[config.mk]
export PLATFORM = sky130hd
export DESIGN_NAME = bfiq_ram
export DESIGN_NICKNAME = d
export VERILOG_FILES = /design/src/rtl/core/bfiq_ram.sv
export SDC_FILE = /design/constraint.sdc
export NUM_CORES = 1
export LEC_CHECK = 0
export BUFFER_PORTS_ARGS = -buffer_cell sky130_fd_sc_hd__clkbuf_2
export CAP_MARGIN = 5
export CELL_PAD_IN_SITES_DETAIL_PLACEMENT = 2
export CELL_PAD_IN_SITES_GLOBAL_PLACEMENT = 2
export CORE_MARGIN = 1.5
export CORE_UTILIZATION = 40
export DETAILED_ROUTE_END_ITERATION = 8
export PLACE_DENSITY_LB_ADDON = 0.1
export SYNTH_ARGS = -nofsm -noshare
export SYNTH_HDL_FRONTEND = slang
export SYNTH_SLANG_ARGS = --single-unit
[constraint.sdc]
create_clock -name clk_i -period 8 [get_ports clk_i]
set_input_delay 0.4 -clock clk_i [delete_from_list [all_inputs] [get_ports clk_i]]
set_output_delay 0.4 -clock clk_i [all_outputs]
set_load 0.02 [all_outputs]
[src/rtl/core/bfiq_ram.sv]
module bfiq_ram #(
  parameter int unsigned Width = 8,
  parameter int unsigned Depth = 128
) (
  input  logic                     clk_i,
  input  logic                     we_i,
  input  logic [$clog2(Depth)-1:0] waddr_i,
  input  logic [Width-1:0]         wdata_i,
  input  logic [$clog2(Depth)-1:0] raddr_i,
  output logic [Width-1:0]         rdata_o
);

  logic [Width-1:0] mem_q [Depth];

  always_ff @(posedge clk_i) begin
    if (we_i) begin
      mem_q[waddr_i] <= wdata_i;
    end
    rdata_o <= mem_q[raddr_i];
  end

endmodule

# Word level (Yosys, flattened, before mapping)
# Memories as Yosys holds them, arrays and structs flattened. A register that Yosys moved wholly into a read port is not among the register bits.
# Index checks and enable logic that the tools add are counted.
[totals] reg_bits=0 ramBits=1024 wordCells=3 n_memories=1
[op_classes] n_mux=2
[memory_table] name="mem_q" depth=128 word_bits=8 read_ports=1 rd_clocked_by_memory_dff=1 write_ports=1 line_no="13" text="logic [Width-1:0] mem_q [Depth];"
[op_table] cell="2-to-1 mux 1 bit" count=2

# Longest topological paths before layout
[depth] depth_word=2 mapped_depth=7 mapped_depth_nobuf=4

# Least setup slack after synthesis
# Ideal clock, no wire load.
[synth_path] kind="input to register" start="input raddr_i[0]" end="register rdata_o[0] (read register of mem_q)" t_arrival_ns=2.783 required_time_ns=7.879 slack_ns=5.096 cell_stages=6 path_cell_list="clkbuf_1 > buf_1 > mux4_2 > mux4_2 > mux4_2 > mux2_2"
[synth_lines] item="start: declaration" line_no="9" text="input logic [$clog2(Depth)-1:0] raddr_i,"
[synth_lines] item="end: declaration" line_no="10" text="output logic [Width-1:0] rdata_o"

==> metrics.yaml <==
clock_tree:
  clock_latency_ns: 0.69
  cts_htree_levels: 3
  root_buffer: "clkbuf_16"
  ctsLongestPathBuffers: 3
  cts_tree: "done"
  cts_buffers: 112
  clk_pin_slew_ns: 0.06
  numClockSinks: 1032
  post_cts_buffers: 0
  hold_buffers: 0
  cts_resized: 0
timing:
  rsz0062_at_grt: "false"
  maxSlewViolCount: 0
  worstMarginPinSlew_ns: 1.35
  period_share_pct: 41.5
  hold_viol: 0
  fin_ws_ns: 4.68
  finalSetupTns_ns: 0
  fmax_ghz: 0.301
  setup_viol: 0
  max_slew_margin_pct: 9.41
  period_needed_ns: 3.32
  fin_skew_ns: 0.0183
floorplanning:
  die_w_um: 318
  io_pins: 32
  initial_core_util_pct: 40.4
  core_area_sq_mm: 0.0983
  num_rows: 115
  chipHeight_um: 318
  die-area_sq_mm: 0.101
yosys:
  syn_nets: 1659
  netlist_instances: 1635
  yosysWarnings: 0
  ys_seq_area_share_pct: 77.9
  ys_types: 17
  netlist_area_sq_mm: 0.0397
  synth_seq_cells: 1032
  synth_top_area_share_pct: 77.5
  postSynthAreaPerCell_sq_um: 24.3
  yosys.area.top_type: "edfxtp_1"
  ys_top_cells_by_area: "edfxtp_1 (78%), mux4_2 (19%), nor2_1 (1.2%)"
route:
  drc: 0
  via_per_inst: 5.70
  wire_per_inst_um: 34.9
  dr.pass1.iters: 5
  antenna_left: 0
  drt_wl_total_um: 108000
  drt_iter0_markers: 1555
  vias: 17700
hold_path:
  hp-class: "input pin to register"
place:
  gp_congestion: 0.739
  post-dp-hpwl_um: 65100
  place_ws_ns: 3.93
  portBuffers: 31
setup_path:
  crit_path_end: "rdata_o[5]"
  critPathMaxStageDelay_ns: 0.69
  cp_slowest_cell: "mux4_2"
  cp_max_fo: 108
  rrSetupSlack_ns: 5.51
  worstSetupStartpoint: "raddr_i[0]"
  critPathArrivalTime_ns: 3.89
  path_delay_family: "multiplexers"
  cp.required_ns: 8.57
  crit_top_cell: "mux4_2"
  r2r_start: "mem_q[126][0]"
  crit_type: "input pin to register"
  crit_buf_inv: 2
  worstReg2RegEnd: "rdata_o[0]"
  crit_path_cell_trace: "buf_8 -> buf_12 -> mux4_2 -> mux4_2 -> mux4_2 -> mux2_2"
  worstSetupEndpointType: "register"
  cp.depth: 6
  r2r_cells: 4
  cp-start-kind: "input pin"
global_route:
  grt_pass1_wl_um: 153000
  grt_max_degree: 109
  grt_remaining_overflow: 0
  track_usage_pct: 21.8
  grt_antenna_before_repair: 14
  grt_pass1_vias: 19400
power:
  vdd_drop_max_mv: 0.196
  switchingPower_mw: 2.49
  powerDensity_mw_per_mm2: 258
  leakagePower_nw: 13.7
  seq_power_share_pct: 51.6
  p_sw_share_pct: 21.4
  internal_power_mw: 9.13
  combPwrFrac_pct: 5.0
  p_clk_share_pct: 43.5
finish:
  area_delta_synth_final_pct: 13.4
  regArea_sq_mm: 0.0309
  fillers: 8619
  multi_input_area_sq_mm: 0.00840
  final_nets: 1751
  diodes: 0
  drive_above_1_share_pct: 31.4
run:
  cap_violations: 0
status:
  status: "completed"
metrics by stage:
step           total power [mW]  hold WS, ns  std cells  instance area [sq um]  util [%]
2_1_floorplan              6.40        0.499       1635                  39700         -
3_3_place_gp               6.68        0.879       2900                  41400      42.2
3_5_place_dp               6.69        0.902       2900                  41400      42.2
4_1_cts                    11.7        0.149       3106                  45000      45.8
5_1_grt                    11.9        0.170       3106                  45000      45.8
6_report                   11.6        0.184       3106                  45000      45.8
worst min-delay path by stage:
stage / start / cells past startpoint / slack [ns] / to
floorplan: wdata_i[0] / 0 / 0.50 / mem_q[0][0]
CTS: wdata_i[6] / 1 / 0.15 / mem_q[102][6]
global placement: wdata_i[6] / 1 / 0.88 / mem_q[116][6]
detailed placement: wdata_i[6] / 1 / 0.90 / mem_q[103][6]
finish: wdata_i[6] / 1 / 0.18 / mem_q[102][6]
global route: wdata_i[6] / 1 / 0.17 / mem_q[103][6]
layer usage:
layer / up-vias / GRT usage [%] / part of all wire, %
li1: 7222 / - / -
met5: - / 0 / 0.048
met1: 9856 / 30.2 / 43
met3: 148 / 4.46 / 5.4
met2: 479 / 35.2 / 49
met4: 8 / 6.03 / 2.6
Yosys cell counts:
cell / count
edfxtp_1: 1024
mux4_2: 336
nor2_1: 122
clkbuf_1: 44
buf_1: 18
buf_2: 15
nand2_1: 14
nand3_1: 12
buf_4: 11
nor3_1: 9
dfxtp_1: 8
mux2_2: 8
nor2b_1: 7
nand4_1: 3
nand2b_1: 2
buf_6: 1
or3_1: 1
area by class of cell:
type	instances	share of cell area, %
sequential	1032	68.7
multi-input combinational	514	18.7
clock buffer	147	6.75
tap	1287	3.58
clock inverter	59	1.13
timing repair buffer	67	1.13
worst reg2reg max path, stage by stage (launching register included):
cell	delay [ns]
edfxtp_1	0.39
mux4_2	0.53
mux4_2	0.63
mux4_2	0.53
mux2_2	0.29
cells by family after synthesis:
family	synth area share, %
and+or+nand+nor	1.76
muxes	19.3
DFF	77.9
buffers and inverters	1.01
layout by cell type, fill, tap and decap left out, drive strengths merged:
cell type	n
clkbuf	166
clkinv	47
nand4	3
clkinvlp	1
mux2	8
nand2	14
mux4	336
bufinv	9
nor2	122
edfxtp	1024
nand2b	2
nor2b	7
dfxtp	8
buf	48
nand3	12
inv	2
or3	1
nor3	9
registers in the layout, summed over array words and instances (netlist names):
name     flops
mem_q     1024
rdata_o      8
power by group through the flow:
stage	combinational [mW]	clock [mW]	sequential [mW]
after floorplan	0.302	0	6.10
after global placement	0.576	0	6.10
after detailed placement	0.590	0	6.10
after CTS	0.591	5.15	5.99
after global routing	0.610	5.34	5.99
final	0.576	5.05	5.99
(Power assumes the default switching activity.)
